==> src/design/ksel_pkg.sv <==
// shared types and constants of the k smallest selector
// no dependencies; used by the top level and the checker
`default_nettype none

package ksel_pkg;

  localparam int KEY_W          = 32;
  localparam int IDX_W          = 32;
  localparam int TDATA_W        = KEY_W + IDX_W;
  localparam int CFG_W          = 5;
  localparam int DEF_HEAP_DEPTH = 16;

  localparam logic [CFG_W-1:0] K_RESET = CFG_W'(16);

  // one stored heap entry
  typedef struct packed {
    logic [KEY_W-1:0] key;
    logic [IDX_W-1:0] idx;
  } entry_t;

  localparam int ENTRY_W = $bits(entry_t);

endpackage

`default_nettype wire

==> src/design/ksel_ram.sv <==
// generic single-write, single-read ram with a registered read port
// no dependencies
`default_nettype none

module ksel_ram #(
  parameter int WIDTH = 64,
  parameter int DEPTH = 16
) (
  input  wire logic                     clk,
  input  wire logic                     we,
  input  wire logic [$clog2(DEPTH)-1:0] waddr,
  input  wire logic [WIDTH-1:0]         wdata,
  input  wire logic [$clog2(DEPTH)-1:0] raddr,
  output logic      [WIDTH-1:0]         rdata
);

  logic [WIDTH-1:0] mem_r [DEPTH];
  logic [WIDTH-1:0] rdata_r;

  always_ff @(posedge clk) begin
    if (we) begin
      mem_r[waddr] <= wdata;
    end
    rdata_r <= mem_r[raddr];
  end

  assign rdata = rdata_r;

endmodule

`default_nettype wire

==> src/design/k_smallest_max_heap_selector.sv <==
// top level of the k smallest selector: max-heap in two mirrored rams
// depends on ksel_pkg and ksel_ram
//
//  channel | ports                          | contents (lowest bit up)
//  --------+--------------------------------+-------------------------------------
//  in      | in_tvalid/in_tready/in_tdata   | sample_key, sample_index; tlast=last
//  out     | out_tvalid/out_tready/out_tdata| kept_key, kept_index; tlast=last entry
//  cfg     | cfg_valid/cfg_ready/cfg_data   | k_count, always ready
//
// insert, not full: read and compare per parent, then a root write if it gets there
// full heap: a root check, then one child pair read per level sunk, plus one
// readout: a ram read and an output load per stored entry, longer when out stalls
// reset clears control state only; heap contents are not cleared, nothing is swept
// one sample at a time: in_tready is high only while the sequencer is idle
`default_nettype none

module k_smallest_max_heap_selector #(
  parameter int HEAP_DEPTH = ksel_pkg::DEF_HEAP_DEPTH
) (
  input  wire logic                         clk,
  input  wire logic                         rst_n,
  // in_tdata: [31:0] sample_key, [63:32] sample_index
  input  wire logic                         in_tvalid,
  output logic                              in_tready,
  input  wire logic [ksel_pkg::TDATA_W-1:0] in_tdata,
  input  wire logic                         in_tlast,
  // out_tdata: [31:0] kept_key, [63:32] kept_index
  output logic                              out_tvalid,
  input  wire logic                         out_tready,
  output logic      [ksel_pkg::TDATA_W-1:0] out_tdata,
  output logic                              out_tlast,
  // cfg_data: [4:0] k_count
  input  wire logic                         cfg_valid,
  output logic                              cfg_ready,
  input  wire logic [ksel_pkg::CFG_W-1:0]   cfg_data
);

  import ksel_pkg::*;

  localparam int PW = $clog2(HEAP_DEPTH);       // heap position width
  localparam int FW = $clog2(HEAP_DEPTH + 1);   // fill count width
  localparam int CW = ((FW > CFG_W) ? FW : CFG_W) + 1;  // child / compare width

  localparam logic [CW-1:0] DEPTH_C = CW'(HEAP_DEPTH);

  typedef enum logic [8:0] {
    S_IDLE     = 9'b000000001,
    S_ROOT_RD  = 9'b000000010,
    S_ROOT_CMP = 9'b000000100,
    S_UP       = 9'b000001000,
    S_UP_CMP   = 9'b000010000,
    S_DN_RD    = 9'b000100000,
    S_DN_CMP   = 9'b001000000,
    S_OUT_RD   = 9'b010000000,
    S_OUT_WR   = 9'b100000000
  } state_t;

  state_t           state_r, state_nxt;
  logic [FW-1:0]    fill_r, fill_nxt;
  logic [PW-1:0]    pos_r, pos_nxt;      // hole position, or readout position
  entry_t           cur_r, cur_nxt;      // the sample being placed
  logic             last_r, last_nxt;
  logic [CFG_W-1:0] k_r;
  entry_t           out_r, out_nxt;
  logic             out_tlast_r, out_tlast_nxt;
  logic             out_tvalid_r, out_tvalid_nxt;

  // ram ports: both copies take every write, each has its own read address
  logic             we;
  logic [PW-1:0]    waddr;
  entry_t           wdata;
  logic [PW-1:0]    raddr_a, raddr_b;
  logic [ENTRY_W-1:0] rdata_a_raw, rdata_b_raw;
  entry_t           rd_a, rd_b;

  logic [CW-1:0]    fill_c, k_c, keff_c, pos_c, l_c, r_c;
  logic             l_ok, r_ok;
  logic [PW-1:0]    parent_c;
  logic             sel_l, sel_r;
  logic [KEY_W-1:0] big_key;
  state_t           done_state;

  ksel_ram #(.WIDTH(ENTRY_W), .DEPTH(HEAP_DEPTH)) u_ram_a (
    .clk   (clk),
    .we    (we),
    .waddr (waddr),
    .wdata (wdata),
    .raddr (raddr_a),
    .rdata (rdata_a_raw)
  );

  ksel_ram #(.WIDTH(ENTRY_W), .DEPTH(HEAP_DEPTH)) u_ram_b (
    .clk   (clk),
    .we    (we),
    .waddr (waddr),
    .wdata (wdata),
    .raddr (raddr_b),
    .rdata (rdata_b_raw)
  );

  assign rd_a = entry_t'(rdata_a_raw);
  assign rd_b = entry_t'(rdata_b_raw);

  // effective k: zero acts as one, anything past the depth acts as the depth
  assign fill_c = CW'(fill_r);
  assign k_c    = CW'(k_r);
  always_comb begin
    if (k_c == '0) begin
      keff_c = CW'(1);
    end else if (k_c > DEPTH_C) begin
      keff_c = DEPTH_C;
    end else begin
      keff_c = k_c;
    end
  end

  // heap neighbors of the current position
  assign pos_c    = CW'(pos_r);
  assign l_c      = (pos_c << 1) + CW'(1);
  assign r_c      = (pos_c << 1) + CW'(2);
  assign l_ok     = (l_c < fill_c);
  assign r_ok     = (r_c < fill_c);
  assign parent_c = (pos_r - PW'(1)) >> 1;

  // sift-down pick: left first, right only if strictly greater than the winner
  assign sel_l   = l_ok && (rd_a.key > cur_r.key);
  assign big_key = sel_l ? rd_a.key : cur_r.key;
  assign sel_r   = r_ok && (rd_b.key > big_key);

  // where to go once the sample sits in its place
  assign done_state = last_r ? S_OUT_RD : S_IDLE;

  // read addresses
  always_comb begin
    raddr_a = '0;
    raddr_b = '0;
    unique case (state_r)
      S_UP: begin
        raddr_a = parent_c;
      end
      S_DN_RD: begin
        raddr_a = l_ok ? l_c[PW-1:0] : '0;
        raddr_b = r_ok ? r_c[PW-1:0] : '0;
      end
      S_OUT_RD, S_OUT_WR: begin
        raddr_a = pos_r;
      end
      S_IDLE, S_ROOT_RD, S_ROOT_CMP, S_UP_CMP, S_DN_CMP: begin
        raddr_a = '0;   // root for the replace check, otherwise unused
      end
      default: begin
        raddr_a = '0;
      end
    endcase
  end

  // sequencer
  always_comb begin
    state_nxt      = state_r;
    fill_nxt       = fill_r;
    pos_nxt        = pos_r;
    cur_nxt        = cur_r;
    last_nxt       = last_r;
    out_nxt        = out_r;
    out_tlast_nxt  = out_tlast_r;
    out_tvalid_nxt = out_tvalid_r && !out_tready;
    we             = 1'b0;
    waddr          = pos_r;
    wdata          = cur_r;

    unique case (state_r)
      S_IDLE: begin
        if (in_tvalid) begin
          cur_nxt.key = in_tdata[KEY_W-1:0];
          cur_nxt.idx = in_tdata[TDATA_W-1:KEY_W];
          last_nxt    = in_tlast;
          if (fill_c < keff_c) begin
            // append at the end of the heap and climb
            pos_nxt   = fill_r[PW-1:0];
            fill_nxt  = fill_r + FW'(1);
            state_nxt = S_UP;
          end else begin
            state_nxt = S_ROOT_RD;
          end
        end
      end
      S_ROOT_RD: begin
        state_nxt = S_ROOT_CMP;
      end
      S_ROOT_CMP: begin
        // replace only on a strictly greater root
        if (rd_a.key > cur_r.key) begin
          pos_nxt   = '0;
          state_nxt = S_DN_RD;
        end else begin
          pos_nxt   = '0;
          state_nxt = done_state;
        end
      end
      S_UP: begin
        if (pos_r == '0) begin
          we        = 1'b1;
          state_nxt = done_state;
        end else begin
          state_nxt = S_UP_CMP;
        end
      end
      S_UP_CMP: begin
        we = 1'b1;
        if (cur_r.key > rd_a.key) begin
          // parent moves down into the hole
          wdata     = rd_a;
          pos_nxt   = parent_c;
          state_nxt = S_UP;
        end else begin
          pos_nxt   = '0;
          state_nxt = done_state;
        end
      end
      S_DN_RD: begin
        state_nxt = S_DN_CMP;
      end
      S_DN_CMP: begin
        we = 1'b1;
        if (sel_r) begin
          wdata     = rd_b;
          pos_nxt   = r_c[PW-1:0];
          state_nxt = S_DN_RD;
        end else if (sel_l) begin
          wdata     = rd_a;
          pos_nxt   = l_c[PW-1:0];
          state_nxt = S_DN_RD;
        end else begin
          pos_nxt   = '0;
          state_nxt = done_state;
        end
      end
      S_OUT_RD: begin
        state_nxt = S_OUT_WR;
      end
      S_OUT_WR: begin
        if (!out_tvalid_r || out_tready) begin
          out_nxt        = rd_a;
          out_tvalid_nxt = 1'b1;
          out_tlast_nxt  = (pos_c + CW'(1) == fill_c);
          if (pos_c + CW'(1) == fill_c) begin
            fill_nxt  = '0;
            pos_nxt   = '0;
            state_nxt = S_IDLE;
          end else begin
            pos_nxt   = pos_r + PW'(1);
            state_nxt = S_OUT_RD;
          end
        end
      end
      default: begin
        state_nxt = S_IDLE;
      end
    endcase
  end

  always_ff @(posedge clk) begin
    if (!rst_n) begin
      state_r      <= S_IDLE;
      fill_r       <= '0;
      pos_r        <= '0;
      last_r       <= 1'b0;
      k_r          <= K_RESET;
      out_tvalid_r <= 1'b0;
    end else begin
      state_r      <= state_nxt;
      fill_r       <= fill_nxt;
      pos_r        <= pos_nxt;
      last_r       <= last_nxt;
      out_tvalid_r <= out_tvalid_nxt;
      if (cfg_valid) begin
        k_r <= cfg_data;
      end
    end
  end

  // payload registers, no reset
  always_ff @(posedge clk) begin
    cur_r       <= cur_nxt;
    out_r       <= out_nxt;
    out_tlast_r <= out_tlast_nxt;
  end

  assign in_tready  = (state_r == S_IDLE);
  assign cfg_ready  = 1'b1;
  assign out_tvalid = out_tvalid_r;
  assign out_tdata  = {out_r.idx, out_r.key};
  assign out_tlast  = out_tlast_r;

endmodule

`default_nettype wire

==> config.mk <==
export PLATFORM = sky130hd
export DESIGN_NAME = k_smallest_max_heap_selector
export DESIGN_NICKNAME = d
export VERILOG_FILES = /design/src/design/ksel_pkg.sv /design/src/design/ksel_ram.sv /design/src/design/k_smallest_max_heap_selector.sv
export SDC_FILE = /design/constraint.sdc
export NUM_CORES = 2
export LEC_CHECK = 0
export BUFFER_PORTS_ARGS = -buffer_cell sky130_fd_sc_hd__clkbuf_2
export CAP_MARGIN = 20
export CORE_MARGIN = 8
export CORE_UTILIZATION = 49
export CTS_CLUSTER_SIZE = 10
export DETAILED_ROUTE_END_ITERATION = 16
export HOLD_SLACK_MARGIN = 0.15
export PLACE_DENSITY = 0.65
export SYNTH_ARGS = -nofsm -noshare
export SYNTH_HDL_FRONTEND = slang
export SYNTH_SLANG_ARGS = --single-unit
==> constraint.sdc <==
create_clock -name clk -period 17.4 [get_ports clk]
set_clock_uncertainty 0.2 [all_clocks]
set_input_delay 4.35 -clock clk [delete_from_list [all_inputs] [get_ports clk]]
set_output_delay 4.35 -clock clk [all_outputs]
set_load 0.1 [all_outputs]
* After elaboration in Yosys (flattened, before gate mapping)
Memory sizes are Yosys's and may differ from the RTL's. A register that Yosys moved wholly into a read port is not among the register bits.
Index checks and enable logic that the tools add are counted.
** Storage, ports and cells
- Memory bits (writable) :: 2048
- Word-level logic and storage cells :: 98
- Output and inout bits :: 68
- Input port bits :: 75
- Bits in registers :: 154
- Memories kept :: 2
** Memories
- u_ram_a.mem_r :: words 16, bits a word 64, read ports 1, clocked after memory_dff 1, write ports 1, RTL line ksel_ram.sv:17 : logic [WIDTH-1:0] mem_r [DEPTH];
- u_ram_b.mem_r :: words 16, bits a word 64, read ports 1, clocked after memory_dff 1, write ports 1, RTL line ksel_ram.sv:17
** Operators by class
- Add/sub/neg operators :: 6
- Eq/ne operators :: 14
- Reduce and logical (&&, ||, !) cells :: 17
- Multiplexer cells :: 41
- Magnitude comparators :: 7
** Operators by type and width (count)
- $mux W64 :: 3
- $pmux W64 S2 :: 1
- $gt A32 B32 Y1 :: 3
- $pmux W9 S9 :: 1
- $mux W8 :: 7
- $mux W4 :: 10
- $mux W32 :: 1
- $mux W5 :: 5
- $pmux W4 S5 :: 1
- $mux W9 :: 2
- $lt A6 B5 Y1 :: 2
- $pmux W4 S3 :: 1
- $pmux W5 S2 :: 1
- $eq A9 B1 Y1 const B :: 1
- $eq A9 B2 Y1 const B :: 1
- $eq A9 B3 Y1 const B :: 1
- $eq A9 B4 Y1 const B :: 1
- $eq A9 B5 Y1 const B :: 1
- $eq A9 B6 Y1 const B :: 1
- $eq A9 B7 Y1 const B :: 1
- $eq A9 B8 Y1 const B :: 1
- $eq A9 B9 Y1 const B :: 1
- $add A5 B1 Y6 const B :: 1
- $add A5 B2 Y6 const B :: 1
- 24 further kinds :: 36

* Logic depth before layout (Yosys ltp)
- Depth after elaboration :: 8
- Depth in mapped cells :: 20
- Gate-level depth less buffers :: 17

* Modules after synthesis
Synthesis repeated with hierarchy kept, for this count alone.
** Unflattened totals
- Cell total of the unflattened synthesis :: 4104
- Area total of the unflattened synthesis :: 88269.7 sq um
** By module, submodules not included
- ksel_ram :: cells each 1647, instances 2, area an instance 39581.7 sq um, seq. area each 32030.7 sq um
- k_smallest_max_heap_selector :: cells each 810, instances 1, area an instance 9106.2 sq um, seq. area each 4374.2 sq um

* Worst setup path before layout
OpenSTA, ideal clock, no wires.
- Path type :: in2reg
- From :: in out_tready
- To :: reg out_r (netlist bit out_tdata[0]) (enable)
- Slack :: 9.576 ns
- Data required time :: 16.712 ns
- Library setup time :: 0.488 ns
- Stages :: 2
- Path buffers :: 0
- Arrival time :: 7.136 ns
- Cells stage by stage :: nor2b_1 > nor2_1
** Between the ends
- Word-level cells in the longest chain between the ends :: 2
** RTL lines
- from (decl) :: RTL line k_smallest_max_heap_selector.sv:29 : input wire logic out_tready,
- $logic_or A1 B1 Y1 :: RTL line k_smallest_max_heap_selector.sv:242 : if (!out_tvalid_r || out_tready) begin
- $reduce_and A2 Y1 (no line)
- to (signal assigned) :: RTL line k_smallest_max_heap_selector.sv:285 : out_r <= out_nxt;
- to (decl) :: RTL line k_smallest_max_heap_selector.sv:64 : entry_t out_r, out_nxt;
No other way between the ends.
A chain may end at the register's enable or synchronous reset.

* Worst setup path after layout
- From :: reg cur_r[39] (netlist bit)
- To :: mem u_ram_a.mem_r[13][3] (data pin)
** Between the ends
- Word-level cells in the longest chain between the ends :: 7
- Elaborated cells between the ends (all ways) :: 10
- Those cells by class :: 3 x order compare; 5 x mux; 2 x reduce/logical
** RTL lines
- from (decl) :: RTL line k_smallest_max_heap_selector.sv:61 : entry_t cur_r, cur_nxt;
- from (signal assigned) :: RTL line k_smallest_max_heap_selector.sv:284 : cur_r <= cur_nxt;
- $gt A32 B32 Y1 :: RTL line k_smallest_max_heap_selector.sv:126 : assign sel_l = l_ok && (rd_a.key > cur_r.key);
- $logic_and A1 B1 Y1 :: RTL line k_smallest_max_heap_selector.sv:126
- $mux W32 :: RTL line k_smallest_max_heap_selector.sv:127 : assign big_key = sel_l ? rd_a.key : cur_r.key;
- $gt A32 B32 Y1 :: RTL line k_smallest_max_heap_selector.sv:128 : assign sel_r = r_ok && (rd_b.key > big_key);
- $logic_and A1 B1 Y1 :: RTL line k_smallest_max_heap_selector.sv:128
- $mux W64 :: RTL line k_smallest_max_heap_selector.sv:225 : if (sel_r) begin
- $pmux W64 S2 (*) :: RTL line k_smallest_max_heap_selector.sv:171 : unique case (state_r)
- named net u_ram_a.wdata[3] :: RTL line ksel_ram.sv:12 : input wire logic [WIDTH-1:0] wdata,
- to (decl) :: RTL line ksel_ram.sv:17
The timed path passes the listed nets; every way through them passes the cells marked *.

==> run_results.csv <==
group,metric,value,unit
floorplanning,ioPinCount,143,
routing,met1_length,66270,um
floorplanning,die_w,351.6,um
cells_and_area,fillers,8835,
clock_network,cts_tree,"built",
yosys,synth_compound_area_share,9.641,%
routing,wl_met3,17900,um
yosys,ys_warn_count,0,
clock_network,clock_sink_count,1306,
cells_and_area,final_cell_mix,"edfxtp_1 (1153), nand3_1 (531), o21ai_0 (287)",
routing,drc_errors,0,
cells_and_area,postLayoutCoreUtil,55.36,%
routing,post_drt_wl_per_cell,30.04,um
timing,period_needed,7.865,ns
global_route,grt_max_degree,191,
global_route,grt_pass1_wl,241500,um
timing,max_freq,0.1271,GHz
setup_path,start_kind,"flip-flop",
setup_path,worst-path-max-fanout,32,
clock_network,clock-root-buffer,"clkbuf_16",
setup_path,cp.required,17.66,ns
yosys,synthFlopType,"edfxtp_1",
routing,drt_wl_total,168200,um
yosys,ys_ff_latch,1306,
floorplanning,start_util,49.20,%
routing,met2_length,77880,um
clock_network,cts_buffers,150,
clock_network,insertion_delay,0.75,ns
timing,rsz0062_at_grt,"no",
timing,drv_slew,0,
yosys,seq_area_frac_synth,68.28,%
routing,first_pass_iters,6,
place,port_buffers,141,
setup_path,path_buf_inv,2,
timing,slew_headroom,21.15,%
clock_network,cts_resized,0,
timing,holdWs,0.2210,ns
power_and_ir_drop,total_power,0.008111,W
yosys,syn_area,55190,sq um
routing,vias_per_cell,6.604,
routing,top_layer,"met5",
setup_path,cp_data_arrival_time,8.12,ns
cells_and_area,area_delta_synth_final,12.54,%
power_and_ir_drop,p_per_area,130.6,nW/um^2
place,hpwl,85640,um
floorplanning,design.core.area,112200,sq um
global_route,antenna_found_initial,2,
place,gp_congestion,0.8703,
floorplanning,dieArea,123600,sq um
routing,drt_iter0_markers,5213,
yosys,synth_top_family_by_area,"compound AO/OA/AOI/OAI gates",
setup_path,worstPathCellList,"ha_1 -> a21oi_1 -> o21ai_0 -> a221o_1 -> o311ai_0 -> and4_2 -> buf_4 -> mux2i_1 -> ha_1 -> nor2b_1 -> o211ai_1 -> a2111oi_0 -> nor4b_1 -> o22ai_1 -> o21a_1 -> nor2_4 -> buf_4 -> a221o_1",
outcome,status,"completed",
min_path,hold_class,"flip-flop to flip-flop",
timing,hold_viol,0,
routing,ant_nets,0,
cells_and_area,final_common_cell,"edfxtp_1",
setup_path,worstSetupEndpointType,"flip-flop",
yosys,syn-num-nets,4045,
yosys,synth_area_leaders,"edfxtp_1 (63%), dfxtp_1 (5.5%), nand3_1 (4.8%)",
yosys,synth-xor-area-share,0.1904,%
yosys,synth_adder_area_share,1.859,%
cells_and_area,instances_no_fill,5600,
clock_network,h-tree-depth,4,
routing,num_vias,36980,
timing,setup_tns,0,ns
timing,finalSetupViolCount,0,
place,place_inst,5312,
clock_network,cts_max_path_buffers,3,
yosys,synthArstFlopShare,0,%
setup_path,criticalPathCategory,"flip-flop to flip-flop",
timing,worstMarginPinSlew,1.178,ns
yosys,synth.area.mux_share,8.218,%
clock_network,cts_setup_buffers,0,
power_and_ir_drop,p_leak,20.60,nW
global_route,overflow,0,
clock_network,clk_pin_slew_worst_paths,0.05,ns
cells_and_area,multi_input_area,16390,sq um
floorplanning,num_rows,123,
setup_path,critPathSlowestCell,"nor4b_1",
yosys,yosys.area_share.simple,9.217,%
clock_network,ctsHoldBuffers,0,
yosys,synth.distinct_cells,69,
yosys,synth-edff-count,1153,
floorplanning,die_h,351.6,um
setup_path,critical_path.top_delay_family,"compound AO/OA/AOI/OAI gates",
yosys,synth_cells,3888,
job,max-cap-violations,0,
timing,period_share,45.20,%
cells_and_area,drive_above_1_share,18.66,%
cells_and_area,nets,4133,
setup_path,slowest_delay,0.91,ns
global_route,grt_use_total,26.48,%
power_and_ir_drop,ir_drop,103.1,uV
cells_and_area,seq_area,37690,sq um
yosys,synth_top_area_share,62.73,%
yosys,yosys.area.top_type,"edfxtp_1",
global_route,first_global_vias,36030,
yosys,avgSynthCellArea,14.20,sq um
[Yosys cell counts (4+ instances only)]
| library cell | instances |
|---|---|
| a2111oi_0 | 6 |
| a2111oi_1 | 7 |
| a211oi_1 | 17 |
| a21o_1 | 4 |
| a21oi_1 | 40 |
| a221o_1 | 34 |
| a222oi_1 | 13 |
| a22oi_1 | 21 |
| a31oi_1 | 71 |
| and2_1 | 6 |
| and3_1 | 4 |
| buf_1 | 30 |
| buf_2 | 20 |
| buf_6 | 7 |
| clkbuf_1 | 246 |
| dfxtp_1 | 153 |
| edfxtp_1 | 1153 |
| ha_1 | 82 |
| inv_1 | 51 |
| mux2_2 | 233 |
| mux2i_1 | 47 |
| mux4_2 | 64 |
| nand2_1 | 69 |
| nand2b_1 | 6 |
| nand3_1 | 533 |
| nand4_1 | 85 |
| nor2_1 | 103 |
| nor2b_1 | 57 |
| nor3_1 | 68 |
| nor4_1 | 4 |
| nor4_4 | 4 |
| nor4b_1 | 5 |
| o211ai_1 | 26 |
| o21a_1 | 9 |
| o21ai_0 | 287 |
| o221ai_1 | 129 |
| o22ai_1 | 117 |
| o31ai_1 | 4 |
| or2_2 | 4 |
| or3_1 | 8 |
| or4_1 | 5 |
| xnor2_1 | 7 |
| xor2_1 | 5 |
[state kept, by name (all words and copies together) (netlist names), 9 cells and up]
name           cells
u_ram_b.mem_r    448
u_ram_b.rdata     64
cur_r             64
u_ram_a.mem_r    576
u_ram_a.rdata     64
out_tdata         64
state_r            9
[path summary, 6_finish.rpt]
kind / start / end / slack [ns] / depth (start not counted)
max: cur_r[39] / u_ram_a.mem_r[13][3] / 9.53 / 18
min: u_ram_a.rdata[20] / out_tdata[52] / 0.22 / 0
min reg2reg: u_ram_a.rdata[20] / out_tdata[52] / 0.22 / 0
max reg2reg: cur_r[39] / u_ram_a.mem_r[13][3] / 9.53 / 18
[metrics by stage]
step	instance area, sq um	setup WS, ns
finish	62110	9.535
global route	62110	9.170
CTS	62020	9.577
detailed placement	57590	9.615
global placement	57590	9.806
floorplan	55190	9.576
[cell families (layout without fill, tap and decap cells)]
family	after synthesis	count (layout)
AO/OA/AOI/OAI	806	806
XOR/XNOR	12	12
adder cells (fa/ha/maj)	82	82
buffers and inverters	357	568
flip-flops	1306	1306
multiplexers	344	344
other	1	2
AND/OR/NAND/NOR	980	980
[final cells by class]
| cell class | instances | share of cell area [%] |
|---|---|---|
| clock inverters | 10 | 0.1813 |
| flip-flops and latches | 1306 | 60.67 |
| clock buffers | 265 | 6.958 |
| multi-input cells | 2225 | 26.38 |
| diodes | 1 | 0.004029 |
| inverters | 51 | 0.3102 |
| repair buffers | 242 | 2.474 |
| well taps | 1500 | 3.022 |
[power by group]
group	switching (W)	internal (W)
Sequential	0.000124	0.00375
Combinational	0.000938	0.000425
Clock	0.00120	0.00168
[layer usage]
metal  up-vias  GRT usage (%)
met5         -              0
met4         2          10.61
met3       351          4.957
met2      2401          41.57
met1     18470          36.59
li1      15760              -
Note: power is estimated with default switching activity, not from simulation.
